**config.mk**
```make
export PLATFORM = sky130hd
export DESIGN_NAME = batched_timestamp_allocator_core
export DESIGN_NICKNAME = d
export VERILOG_FILES = /design/src/rtl/bta_pkg.sv /design/src/rtl/bta_front.sv /design/src/rtl/bta_cmd_fifo.sv /design/src/rtl/bta_back.sv /design/src/rtl/batched_timestamp_allocator_core.sv
export SDC_FILE = /design/constraint.sdc
export NUM_CORES = 2
export LEC_CHECK = 0
export ABC_AREA = 1
export BUFFER_PORTS_ARGS = -buffer_cell sky130_fd_sc_hd__buf_2
export CAP_MARGIN = 20
export CELL_PAD_IN_SITES_DETAIL_PLACEMENT = 0
export CELL_PAD_IN_SITES_GLOBAL_PLACEMENT = 2
export CORE_MARGIN = 8
export CORE_UTILIZATION = 41
export DETAILED_ROUTE_END_ITERATION = 16
export PLACE_DENSITY_LB_ADDON = 0.1
export REMOVE_ABC_BUFFERS = 1
export SYNTH_ARGS = -nofsm -noshare
export SYNTH_HDL_FRONTEND = slang
export SYNTH_SLANG_ARGS = --single-unit
export TNS_END_PERCENT = 1
```
**constraint.sdc**
```tcl
create_clock -name i_clk -period 13.55 [get_ports i_clk]
set_input_delay 2.0325 -clock i_clk [delete_from_list [all_inputs] [get_ports i_clk]]
set_output_delay 2.0325 -clock i_clk [all_outputs]
set_load 0.02 [all_outputs]
```
**src/rtl/bta_pkg.sv**
```systemverilog
// Shared types and constants of the batched timestamp allocator.
// No dependencies; every other file of the block imports it.
package bta_pkg;

    localparam int STAMP_W = 62;
    localparam int ID_W    = 16;
    localparam int BATCH_W = 21;
    localparam int OPC_W   = 3;
    localparam int KIND_W  = 2;

    // Pending request queue
    localparam int PEND_DEPTH = 16;
    localparam int PEND_CNT_W = $clog2(PEND_DEPTH + 1);
    localparam int PEND_IDX_W = (PEND_DEPTH > 1) ? $clog2(PEND_DEPTH) : 1;

    // Command queue between front and back
    localparam int CMDQ_DEPTH = 2;
    localparam int CMDQ_IDX_W = (CMDQ_DEPTH > 1) ? $clog2(CMDQ_DEPTH) : 1;
    localparam int CMDQ_CNT_W = $clog2(CMDQ_DEPTH + 1);

    localparam logic [STAMP_W-1:0] STAMP_MAX   = '1;
    localparam logic [STAMP_W-1:0] STAMP_MIN   = STAMP_W'(1);
    localparam logic [BATCH_W-1:0] BATCH_RESET = BATCH_W'(1000);

    localparam logic [OPC_W-1:0] OPC_REQUEST = 3'd0;
    localparam logic [OPC_W-1:0] OPC_APPLIED = 3'd1;
    localparam logic [OPC_W-1:0] OPC_OK      = 3'd2;
    localparam logic [OPC_W-1:0] OPC_FAIL    = 3'd3;
    localparam logic [OPC_W-1:0] OPC_LUP     = 3'd4;
    localparam logic [OPC_W-1:0] OPC_LDOWN   = 3'd5;
    localparam logic [OPC_W-1:0] OPC_RESTORE = 3'd6;

    localparam logic [KIND_W-1:0] KIND_GRANT  = 2'd0;
    localparam logic [KIND_W-1:0] KIND_ERROR  = 2'd1;
    localparam logic [KIND_W-1:0] KIND_COMMIT = 2'd2;
    localparam logic [KIND_W-1:0] KIND_REJECT = 2'd3;

    typedef enum logic [2:0] {
        OP_REQ,
        OP_APPLIED,
        OP_OK,
        OP_FAIL,
        OP_LUP,
        OP_LDOWN,
        OP_RESTORE
    } t_op;

    typedef struct packed {
        t_op                op;
        logic [ID_W-1:0]    id;
        logic [STAMP_W-1:0] value;
    } t_cmd;

    typedef struct packed {
        logic [KIND_W-1:0]  kind;
        logic [ID_W-1:0]    id;
        logic [STAMP_W-1:0] stamp;
    } t_result;

    typedef enum logic [1:0] {
        ST_IDLE,
        ST_REPLAY,
        ST_FAIL
    } t_state;

endpackage

```
**src/rtl/bta_front.sv**
```systemverilog
// Front end: accepts input words, decodes the opcode and pushes commands.
// Depends on bta_pkg; feeds bta_cmd_fifo.
module bta_front (
    input  logic                       i_valid,
    output logic                       o_stall,
    input  logic [bta_pkg::OPC_W-1:0]   i_opcode,
    input  logic [bta_pkg::ID_W-1:0]    i_request_id,
    input  logic [bta_pkg::STAMP_W-1:0] i_new_timestamp,
    input  logic                       i_full,
    output logic                       o_push,
    output bta_pkg::t_cmd              o_cmd
);
    import bta_pkg::*;

    logic known;

    always_comb begin
        known        = 1'b1;
        o_cmd.id     = i_request_id;
        o_cmd.value  = i_new_timestamp;
        o_cmd.op     = OP_REQ;
        unique case (i_opcode)
            OPC_REQUEST: o_cmd.op = OP_REQ;
            OPC_APPLIED: o_cmd.op = OP_APPLIED;
            OPC_OK:      o_cmd.op = OP_OK;
            OPC_FAIL:    o_cmd.op = OP_FAIL;
            OPC_LUP:     o_cmd.op = OP_LUP;
            OPC_LDOWN:   o_cmd.op = OP_LDOWN;
            OPC_RESTORE: o_cmd.op = OP_RESTORE;
            default:     known = 1'b0;
        endcase
    end

    assign o_stall = i_full;
    // drop unused opcodes once accepted
    assign o_push  = i_valid && !i_full && known;

endmodule

```
**src/rtl/bta_cmd_fifo.sv**
```systemverilog
// Short command queue that decouples the front end from the back end.
// Depends on bta_pkg.
module bta_cmd_fifo (
    input  logic          i_clk,
    input  logic          i_rst_n,
    input  logic          i_push,
    input  bta_pkg::t_cmd i_cmd,
    output logic          o_full,
    input  logic          i_pop,
    output logic          o_head_valid,
    output bta_pkg::t_cmd o_head
);
    import bta_pkg::*;

    t_cmd                  r_mem [CMDQ_DEPTH];
    logic [CMDQ_IDX_W-1:0] r_wr_ptr, n_wr_ptr;
    logic [CMDQ_IDX_W-1:0] r_rd_ptr, n_rd_ptr;
    logic [CMDQ_CNT_W-1:0] r_count;
    logic                  do_push, do_pop;

    assign o_full       = (r_count == CMDQ_CNT_W'(CMDQ_DEPTH));
    assign o_head_valid = (r_count != '0);
    assign o_head       = r_mem[r_rd_ptr];
    assign do_push      = i_push && !o_full;
    assign do_pop       = i_pop && o_head_valid;

    assign n_wr_ptr = (r_wr_ptr == CMDQ_IDX_W'(CMDQ_DEPTH - 1)) ? '0 : r_wr_ptr + 1'b1;
    assign n_rd_ptr = (r_rd_ptr == CMDQ_IDX_W'(CMDQ_DEPTH - 1)) ? '0 : r_rd_ptr + 1'b1;

    always_ff @(posedge i_clk) begin
        if (do_push) begin
            r_mem[r_wr_ptr] <= i_cmd;
        end
    end

    always_ff @(posedge i_clk) begin
        if (!i_rst_n) begin
            r_wr_ptr <= '0;
            r_rd_ptr <= '0;
            r_count  <= '0;
        end else begin
            if (do_push) begin
                r_wr_ptr <= n_wr_ptr;
            end
            if (do_pop) begin
                r_rd_ptr <= n_rd_ptr;
            end
            case ({do_push, do_pop})
                2'b10:   r_count <= r_count + 1'b1;
                2'b01:   r_count <= r_count - 1'b1;
                default: r_count <= r_count;
            endcase
        end
    end

endmodule

```
**src/rtl/bta_back.sv**
```systemverilog
// Back end: stamp counters, pending queue, replay sequencer and result staging.
// Depends on bta_pkg; takes commands from bta_cmd_fifo.
module bta_back (
    input  logic                         i_clk,
    input  logic                         i_rst_n,
    input  logic                         i_cfg_valid,
    input  logic [bta_pkg::BATCH_W-1:0]   i_cfg_data,
    input  logic                         i_head_valid,
    input  bta_pkg::t_cmd                i_head,
    output logic                         o_pop,
    output logic                         o_valid,
    input  logic                         i_stall,
    output logic [bta_pkg::KIND_W-1:0]    o_kind,
    output logic [bta_pkg::ID_W-1:0]      o_reply_id,
    output logic [bta_pkg::STAMP_W-1:0]   o_timestamp,
    output logic                         o_last
);
    import bta_pkg::*;

    t_state               r_state, n_state;
    logic [BATCH_W-1:0]    r_batch;
    logic [STAMP_W-1:0]    r_cur, n_cur;
    logic [STAMP_W-1:0]    r_wm, n_wm;
    logic [STAMP_W-1:0]    r_pers, n_pers;
    logic                 r_busy, n_busy;
    logic [ID_W-1:0]       r_q [PEND_DEPTH];
    logic [PEND_CNT_W-1:0] r_pend_cnt, n_pend_cnt;
    logic [PEND_CNT_W-1:0] r_rep_cnt, n_rep_cnt;
    logic [PEND_IDX_W-1:0] r_rep_idx, n_rep_idx;

    // result staging: hold waits until it is known whether it is the last
    logic                 r_hold_valid, r_hold_last;
    t_result              r_hold_res;
    logic                 r_out_valid, r_out_last;
    t_result              r_out_res;

    logic                 can_take, slot_ok, hold_to_out;
    logic                 want_emit, emit, finish, req_done, rep_adv, q_we;
    t_result              res;
    logic                 req_sel, grant_ok, need_commit, pend_full, rep_last;
    logic [ID_W-1:0]       q_rd, req_id;
    logic [STAMP_W:0]      commit_sum, wm_diff;
    logic [STAMP_W-1:0]    commit_target, applied_wm;

    assign can_take    = !r_out_valid || !i_stall;
    assign slot_ok     = !r_hold_valid || can_take;
    assign hold_to_out = r_hold_valid && can_take && (r_hold_last || emit);

    assign q_rd      = r_q[r_rep_idx];
    assign req_sel   = ((r_state == ST_IDLE) && i_head_valid && (i_head.op == OP_REQ))
                       || (r_state == ST_REPLAY);
    assign req_id    = (r_state == ST_REPLAY) ? q_rd : i_head.id;
    assign grant_ok  = (r_cur < r_pers);
    assign need_commit = !r_busy && (!grant_ok || (r_cur >= r_wm));
    assign pend_full = (r_pend_cnt == PEND_CNT_W'(PEND_DEPTH));
    assign rep_last  = ((PEND_CNT_W'(r_rep_idx) + 1'b1) == r_rep_cnt);

    // saturate reservation at the top stamp, watermark at zero
    assign commit_sum    = {1'b0, r_pers} + {{(STAMP_W + 1 - BATCH_W){1'b0}}, r_batch};
    assign commit_target = commit_sum[STAMP_W] ? STAMP_MAX : commit_sum[STAMP_W-1:0];
    assign wm_diff       = {1'b0, i_head.value}
                           - {{(STAMP_W + 2 - BATCH_W){1'b0}}, r_batch[BATCH_W-1:1]};
    assign applied_wm    = wm_diff[STAMP_W] ? '0 : wm_diff[STAMP_W-1:0];

    always_comb begin
        n_state = r_state;
        unique case (r_state)
            ST_IDLE: begin
                if (i_head_valid && (r_pend_cnt != '0)) begin
                    if (i_head.op == OP_OK) begin
                        n_state = ST_REPLAY;
                    end else if (i_head.op == OP_FAIL) begin
                        n_state = ST_FAIL;
                    end
                end
            end
            ST_REPLAY, ST_FAIL: begin
                if (rep_adv && rep_last) begin
                    n_state = ST_IDLE;
                end
            end
            default: n_state = ST_IDLE;
        endcase
    end

    always_comb begin
        n_cur      = r_cur;
        n_wm       = r_wm;
        n_pers     = r_pers;
        n_busy     = r_busy;
        n_pend_cnt = r_pend_cnt;
        n_rep_cnt  = r_rep_cnt;
        n_rep_idx  = r_rep_idx;
        want_emit  = 1'b0;
        res        = '0;
        finish     = 1'b0;
        req_done   = 1'b0;
        rep_adv    = 1'b0;
        q_we       = 1'b0;
        o_pop      = 1'b0;

        if (req_sel) begin
            if (need_commit) begin
                want_emit = 1'b1;
                res.kind  = KIND_COMMIT;
                res.stamp = commit_target;
                if (slot_ok) begin
                    n_busy = 1'b1;
                    n_wm   = r_pers;
                end
            end else if (grant_ok) begin
                want_emit = 1'b1;
                res.kind  = KIND_GRANT;
                res.id    = req_id;
                res.stamp = r_cur;
                if (slot_ok) begin
                    n_cur    = r_cur + 1'b1;
                    req_done = 1'b1;
                end
            end else if (!pend_full) begin
                q_we       = 1'b1;
                n_pend_cnt = r_pend_cnt + 1'b1;
                req_done   = 1'b1;
            end else begin
                want_emit = 1'b1;
                res.kind  = KIND_REJECT;
                res.id    = req_id;
                req_done  = slot_ok;
            end
        end

        unique case (r_state)
            ST_IDLE: begin
                if (i_head_valid) begin
                    case (i_head.op) inside
                        OP_REQ: begin
                            o_pop  = req_done;
                            finish = req_done;
                        end
                        OP_APPLIED: begin
                            n_wm   = applied_wm;
                            n_pers = i_head.value;
                            o_pop  = 1'b1;
                            finish = 1'b1;
                        end
                        OP_OK, OP_FAIL: begin
                            // snapshot the queue and empty it
                            n_rep_cnt  = r_pend_cnt;
                            n_rep_idx  = '0;
                            n_pend_cnt = '0;
                            n_busy     = 1'b0;
                            o_pop      = 1'b1;
                            finish     = (r_pend_cnt == '0);
                        end
                        OP_LUP: begin
                            n_cur  = r_pers;
                            n_wm   = r_pers;
                            o_pop  = 1'b1;
                            finish = 1'b1;
                        end
                        OP_LDOWN: begin
                            n_cur  = STAMP_MAX;
                            n_wm   = STAMP_MAX;
                            o_pop  = 1'b1;
                            finish = 1'b1;
                        end
                        OP_RESTORE: begin
                            n_cur  = STAMP_MAX;
                            n_wm   = STAMP_MAX;
                            n_pers = i_head.value;
                            o_pop  = 1'b1;
                            finish = 1'b1;
                        end
                        default: begin
                            o_pop  = 1'b1;
                            finish = 1'b1;
                        end
                    endcase
                end
            end
            ST_REPLAY: begin
                rep_adv = req_done;
                finish  = req_done && rep_last;
            end
            ST_FAIL: begin
                want_emit = 1'b1;
                res.kind  = KIND_ERROR;
                res.id    = q_rd;
                rep_adv   = slot_ok;
                finish    = slot_ok && rep_last;
            end
            default: ;
        endcase

        if (rep_adv) begin
            n_rep_idx = r_rep_idx + 1'b1;
        end
    end

    assign emit = want_emit && slot_ok;

    // re-queued entries land at or below the replay read index
    always_ff @(posedge i_clk) begin
        if (q_we) begin
            r_q[r_pend_cnt[PEND_IDX_W-1:0]] <= req_id;
        end
    end

    always_ff @(posedge i_clk) begin
        if (emit) begin
            r_hold_res <= res;
        end
        if (hold_to_out) begin
            r_out_res  <= r_hold_res;
            r_out_last <= r_hold_last;
        end
    end

    always_ff @(posedge i_clk) begin
        if (!i_rst_n) begin
            r_state      <= ST_IDLE;
            r_batch      <= BATCH_RESET;
            r_cur        <= STAMP_MAX;
            r_wm         <= STAMP_MAX;
            r_pers       <= STAMP_MIN;
            r_busy       <= 1'b0;
            r_pend_cnt   <= '0;
            r_rep_cnt    <= '0;
            r_rep_idx    <= '0;
            r_hold_valid <= 1'b0;
            r_hold_last  <= 1'b0;
            r_out_valid  <= 1'b0;
        end else begin
            r_state    <= n_state;
            r_cur      <= n_cur;
            r_wm       <= n_wm;
            r_pers     <= n_pers;
            r_busy     <= n_busy;
            r_pend_cnt <= n_pend_cnt;
            r_rep_cnt  <= n_rep_cnt;
            r_rep_idx  <= n_rep_idx;
            if (i_cfg_valid) begin
                r_batch <= i_cfg_data;
            end

            if (emit) begin
                r_hold_valid <= 1'b1;
                r_hold_last  <= finish;
            end else if (hold_to_out) begin
                r_hold_valid <= 1'b0;
            end else if (finish && r_hold_valid) begin
                r_hold_last <= 1'b1;
            end

            if (hold_to_out) begin
                r_out_valid <= 1'b1;
            end else if (can_take) begin
                r_out_valid <= 1'b0;
            end
        end
    end

    assign o_valid     = r_out_valid;
    assign o_kind      = r_out_res.kind;
    assign o_reply_id  = r_out_res.id;
    assign o_timestamp = r_out_res.stamp;
    assign o_last      = r_out_last;

endmodule

```
**src/rtl/batched_timestamp_allocator_core.sv**
```systemverilog
// Batched timestamp allocator: grants strictly increasing stamps below a reserved limit,
// issues reservation commits and replays or fails queued requests on their outcome.
// Depends on bta_pkg, bta_front, bta_cmd_fifo and bta_back.
//
// Input words are decoded and placed in a two-entry command queue, so input is taken
// while the back end works. The back end runs one request step per cycle unless an
// output stall holds it. A request that needs a new reservation first issues the commit,
// and is granted after it only if a stamp is left below the limit; commit ok or fail
// empties the queue, then replays or fails each queued request in order, and the replay
// may start a new commit. Each result passes a hold stage, which decides the last flag
// and lets the result go once that flag is known, and the output register. Up to 17
// results follow one commit ok. The batch size register is written through the
// configuration channel, which is always ready; write it only while the block is idle.
module batched_timestamp_allocator_core (
    input  logic                         i_clk,
    input  logic                         i_rst_n,
    input  logic                         i_cfg_valid,
    output logic                         o_cfg_ready,
    input  logic [bta_pkg::BATCH_W-1:0]   i_cfg_data,
    input  logic                         i_valid,
    output logic                         o_stall,
    input  logic [bta_pkg::OPC_W-1:0]     i_opcode,
    input  logic [bta_pkg::ID_W-1:0]      i_request_id,
    input  logic [bta_pkg::STAMP_W-1:0]   i_new_timestamp,
    output logic                         o_valid,
    input  logic                         i_stall,
    output logic [bta_pkg::KIND_W-1:0]    o_kind,
    output logic [bta_pkg::ID_W-1:0]      o_reply_id,
    output logic [bta_pkg::STAMP_W-1:0]   o_timestamp,
    output logic                         o_last
);
    import bta_pkg::*;

    logic push, full, pop, head_valid;
    t_cmd cmd, head;

    assign o_cfg_ready = 1'b1;

    bta_front u_front (
        .i_valid         (i_valid),
        .o_stall         (o_stall),
        .i_opcode        (i_opcode),
        .i_request_id    (i_request_id),
        .i_new_timestamp (i_new_timestamp),
        .i_full          (full),
        .o_push          (push),
        .o_cmd           (cmd)
    );

    bta_cmd_fifo u_cmd_fifo (
        .i_clk        (i_clk),
        .i_rst_n      (i_rst_n),
        .i_push       (push),
        .i_cmd        (cmd),
        .o_full       (full),
        .i_pop        (pop),
        .o_head_valid (head_valid),
        .o_head       (head)
    );

    bta_back u_back (
        .i_clk        (i_clk),
        .i_rst_n      (i_rst_n),
        .i_cfg_valid  (i_cfg_valid),
        .i_cfg_data   (i_cfg_data),
        .i_head_valid (head_valid),
        .i_head       (head),
        .o_pop        (pop),
        .o_valid      (o_valid),
        .i_stall      (i_stall),
        .o_kind       (o_kind),
        .o_reply_id   (o_reply_id),
        .o_timestamp  (o_timestamp),
        .o_last       (o_last)
    );

endmodule

```
==> metrics.yaml <==
fillCellCount: 11125
register_area_share_after_synthesis: 0.4874
cts_tree: "done"
synth-warning-count: 0
overflow: 0
placed_cell_area_sq_um: 47850
power_density_nw_per_um2: 230.3
area_growth_syn_to_layout_pct: 12.29
die-area_sq_um: 121500
holdPathStages: 0
ir_worst_vdd_v: 0.0001604
timing.slew.headroom: 0.2332
outcome: "finished, final reports clean"
synth_common_cells: "sky130_fd_sc_hd__nand2_1 (1411), sky130_fd_sc_hd__edfxtp_1 (579), sky130_fd_sc_hd__inv_1 (576)"
data_required_time_of_the_critical_path_ns: 14.16
initial_antenna_violation_count: 1
final_nets: 5906
cts_sinks: 815
placement.io_buffers: 189
core.rowCount: 122
finalHoldViolations: 0
drcViolationCount: 0
worst_endpoint_data_arrival_time_ns: 5.93
pin_count_of_the_biggest_net_entering_global_routing: 88
cts-buffers-inserted: 92
end_kind: "flop"
cts_post_setup_buffers_inserted: 0
path_max_fanout: 49
fin_crit_ns: 5.319
hold_path.startpoint: "u_back.r_hold_res[50]$_SDFFCE_PP0P_"
htreeDepth: 3
utilization: 0.4622
finalClockSkew_ns: 0.03468
first_global_vias: 37320
p_leak_nw: 21.63
number_of_enable_flip_flop_cells_after_synthesis: 579
postRouteAntennaNets: 0
hpwl_dp_um: 124500
final_design_area_no_fill_sq_um: 50930
postSynthRegisterBits: 815
post-route-period-util: 0.3925
groute.usage.overall: 0.2742
post_synth_num_cell_types: 61
floorplan.die.height_um: 348.6
global_route_wire_length_before_repair_um: 250000
yosys-top-cells-area: "sky130_fd_sc_hd__edfxtp_1 (38%), sky130_fd_sc_hd__nand2_1 (12%), sky130_fd_sc_hd__dfxtp_1 (10%)"
die_w_um: 348.6
async_sr_flop_fraction: 0
final_layout_size_suffix_gt1_frac: 0.08841
holdCritPathClass: "reg -> reg"
fmax_mhz: 188.0
vias: 38727
timing_max_transition_violations_final: 0
clock_latency_ns: 0.69
initial_core_util: 0.4116
p_total_w: 0.01173
rrSetupSlack_ns: 8.23
synth_area_per_inst_sq_um: 8.246
post-synth-top-area-fraction: 0.3833
drt-total-wl_um: 171100
placeableCoreArea_sq_um: 110200
finalWeightedCongestion: 0.9456
hold-path-endpoint: "u_back.o_timestamp[50]$_DFFE_PP_"
synthCells: 5501
setup_repair_after_global_routing_missed_its_margin: "no"
synth_area_sq_um: 45360
cts.repair.resized: 0
worst_pin_slew_ns: 1.150
worst-setup-path-type: "reg -> reg"
critical_path.reg2reg.endpoint: "u_back.r_wm[4]$_SDFF_PN1_"
timing.reg2reg.worst_path_depth: 18
holdBufCountCts: 0
crit_path_start_kind: "flop"
netlist.top_cell.by_area: "sky130_fd_sc_hd__edfxtp_1"
routed_wire_length_per_instance_um: 23.79
cts.clk_slew.worst_paths_ns: 0.06
hold_slack_ns: 0.4164
ctsLongestPathBuffers: 3
drt-initial-drc-count: 3328
maxCapViolCount: 0
detailedRoute.firstPassIterationCount: 8
num_io_pins: 191
drt-vias-per-instance: 5.385
fin_tns_setup_ns: 0
setup_viol: 0
yosysMostFrequentCell: "sky130_fd_sc_hd__nand2_1"
postSynth.topFlopCell: "sky130_fd_sc_hd__edfxtp_1"
clockRootBuffer: "sky130_fd_sc_hd__clkbuf_16"
[metrics by stage]
step           setup WS, ns  std cells
3_3_place_gp          8.230       7014
4_1_cts               8.157       7188
5_1_grt               7.818       7189
3_5_place_dp          8.182       7015
6_report              8.231       7192
2_1_floorplan         5.030       5259
[worst max-delay path by stage]
stage | start | to | slack [ns] | cells after the start
after floorplan | flop | u_back.r_wm[44]$_SDFF_PN1_ | 5.03 | 11
after global placement | i_stall | u_back.o_timestamp[59]$_DFFE_PP_ | 8.23 | 11
after detailed placement | flop | u_back.r_wm[45]$_SDFF_PN1_ | 8.18 | 16
after CTS | flop | u_back.r_wm[4]$_SDFF_PN1_ | 8.16 | 17
after global routing | flop | u_back.r_wm[41]$_SDFF_PN1_ | 7.82 | 16
final | flop | u_back.r_wm[4]$_SDFF_PN1_ | 8.23 | 18
[state kept, by name (all words and copies together), names as in the netlist, 4 cells and up, named ones only]
signal / flops
u_back.r_q: 256
u_back.o_reply_id: 16
u_back.r_pers: 62
u_back.r_hold_res: 80
u_back.r_pend_cnt: 5
u_back.r_rep_cnt: 5
u_back.r_cur: 62
u_cmd_fifo.r_mem: 162
u_back.o_timestamp: 62
u_back.r_wm: 62
u_back.r_rep_idx: 4
u_back.r_batch: 21
[report_power, final]
| group | switching [W] | internal, W |
|---|---|---|
| Sequential | 0.000389 | 0.00334 |
| Combinational | 0.00391 | 0.00154 |
| Clock | 0.00109 | 0.00146 |
[routing by layer]
layer / wire length, um / vias to the layer above / track usage / share of wire
met1: 76630 / 18410 / 0.3787 / 0.45
met4: 5726 / 0 / 0.08828 / 0.033
met2: 78340 / 1197 / 0.4456 / 0.46
met5: 0 / - / 0 / 0
met3: 10420 / 257 / 0.03665 / 0.061
li1: - / 18863 / - / -
[final cells by class]
type                            count  area, sq um  share of cell area
Antenna cell                        3        7.507           0.0001474
Clock buffer                      115         2460             0.04830
Clock inverter                     58        598.1             0.01174
Inverter                          600         2257             0.04432
Multi-Input combinational cell   3844        20040              0.3935
Sequential cell                   815        22120              0.4343
Tap cell                         1488         1862             0.03655
Timing Repair Buffer              269         1585             0.03112
[cells by family after synthesis]
logic type,Yosys count,share of synthesized area
and+or+nand+nor,2369,0.2170
AOI/OAI and AO/OA,1111,0.1359
buffers and inverters,842,0.07249
DFF,815,0.4874
adders and majority gates,177,0.04915
xor gates and xnor gates,115,0.02220
muxes,71,0.01575
other,1,0.00008267
[layout by cell type (no fill, tap or decap), types with 9 or more instances in the layout]
cell type	n
sky130_fd_sc_hd__nand3b_1	14
sky130_fd_sc_hd__nand4_1	59
sky130_fd_sc_hd__nor4_1	20
sky130_fd_sc_hd__mux2i_1	70
sky130_fd_sc_hd__nor2_1	416
sky130_fd_sc_hd__o21ai_0	497
sky130_fd_sc_hd__edfxtp_1	579
sky130_fd_sc_hd__o211ai_1	91
sky130_fd_sc_hd__o221ai_1	39
sky130_fd_sc_hd__buf_4	78
sky130_fd_sc_hd__o21ai_1	41
sky130_fd_sc_hd__inv_2	15
sky130_fd_sc_hd__nor3_1	83
sky130_fd_sc_hd__or2_2	32
sky130_fd_sc_hd__nand2_1	1409
sky130_fd_sc_hd__dfxtp_1	233
sky130_fd_sc_hd__nor2_4	9
sky130_fd_sc_hd__nand3_1	288
sky130_fd_sc_hd__clkinv_2	18
sky130_fd_sc_hd__xnor2_1	19
sky130_fd_sc_hd__clkbuf_16	93
sky130_fd_sc_hd__o31ai_1	12
sky130_fd_sc_hd__clkbuf_1	17
sky130_fd_sc_hd__nor2_2	9
sky130_fd_sc_hd__a21oi_1	348
sky130_fd_sc_hd__clkinv_1	19
sky130_fd_sc_hd__ha_1	175
sky130_fd_sc_hd__buf_2	188
sky130_fd_sc_hd__o22ai_1	20
sky130_fd_sc_hd__a21o_1	21
sky130_fd_sc_hd__a31oi_1	11
sky130_fd_sc_hd__inv_1	574
sky130_fd_sc_hd__or2_1	12
sky130_fd_sc_hd__xor2_1	96
[worst max-delay path, stage by stage, from the launching register on]
cell	delay (ns)
sky130_fd_sc_hd__dfxtp_4	0.46
sky130_fd_sc_hd__inv_2	0.08
sky130_fd_sc_hd__buf_4	0.56
sky130_fd_sc_hd__or2_2	0.22
sky130_fd_sc_hd__o21ai_0	0.16
sky130_fd_sc_hd__fa_1	0.51
sky130_fd_sc_hd__o21a_1	0.31
sky130_fd_sc_hd__o21ai_0	0.36
sky130_fd_sc_hd__a21oi_1	0.26
sky130_fd_sc_hd__o21ai_1	0.48
sky130_fd_sc_hd__nor2_2	0.11
sky130_fd_sc_hd__nand2_1	0.16
sky130_fd_sc_hd__nor2_2	0.08
sky130_fd_sc_hd__nor2_4	0.49
sky130_fd_sc_hd__buf_4	0.32
sky130_fd_sc_hd__inv_4	0.19
sky130_fd_sc_hd__o21ai_0	0.22
sky130_fd_sc_hd__nand2_1	0.08
sky130_fd_sc_hd__nand3_1	0.09
(Power assumes the default switching activity.)
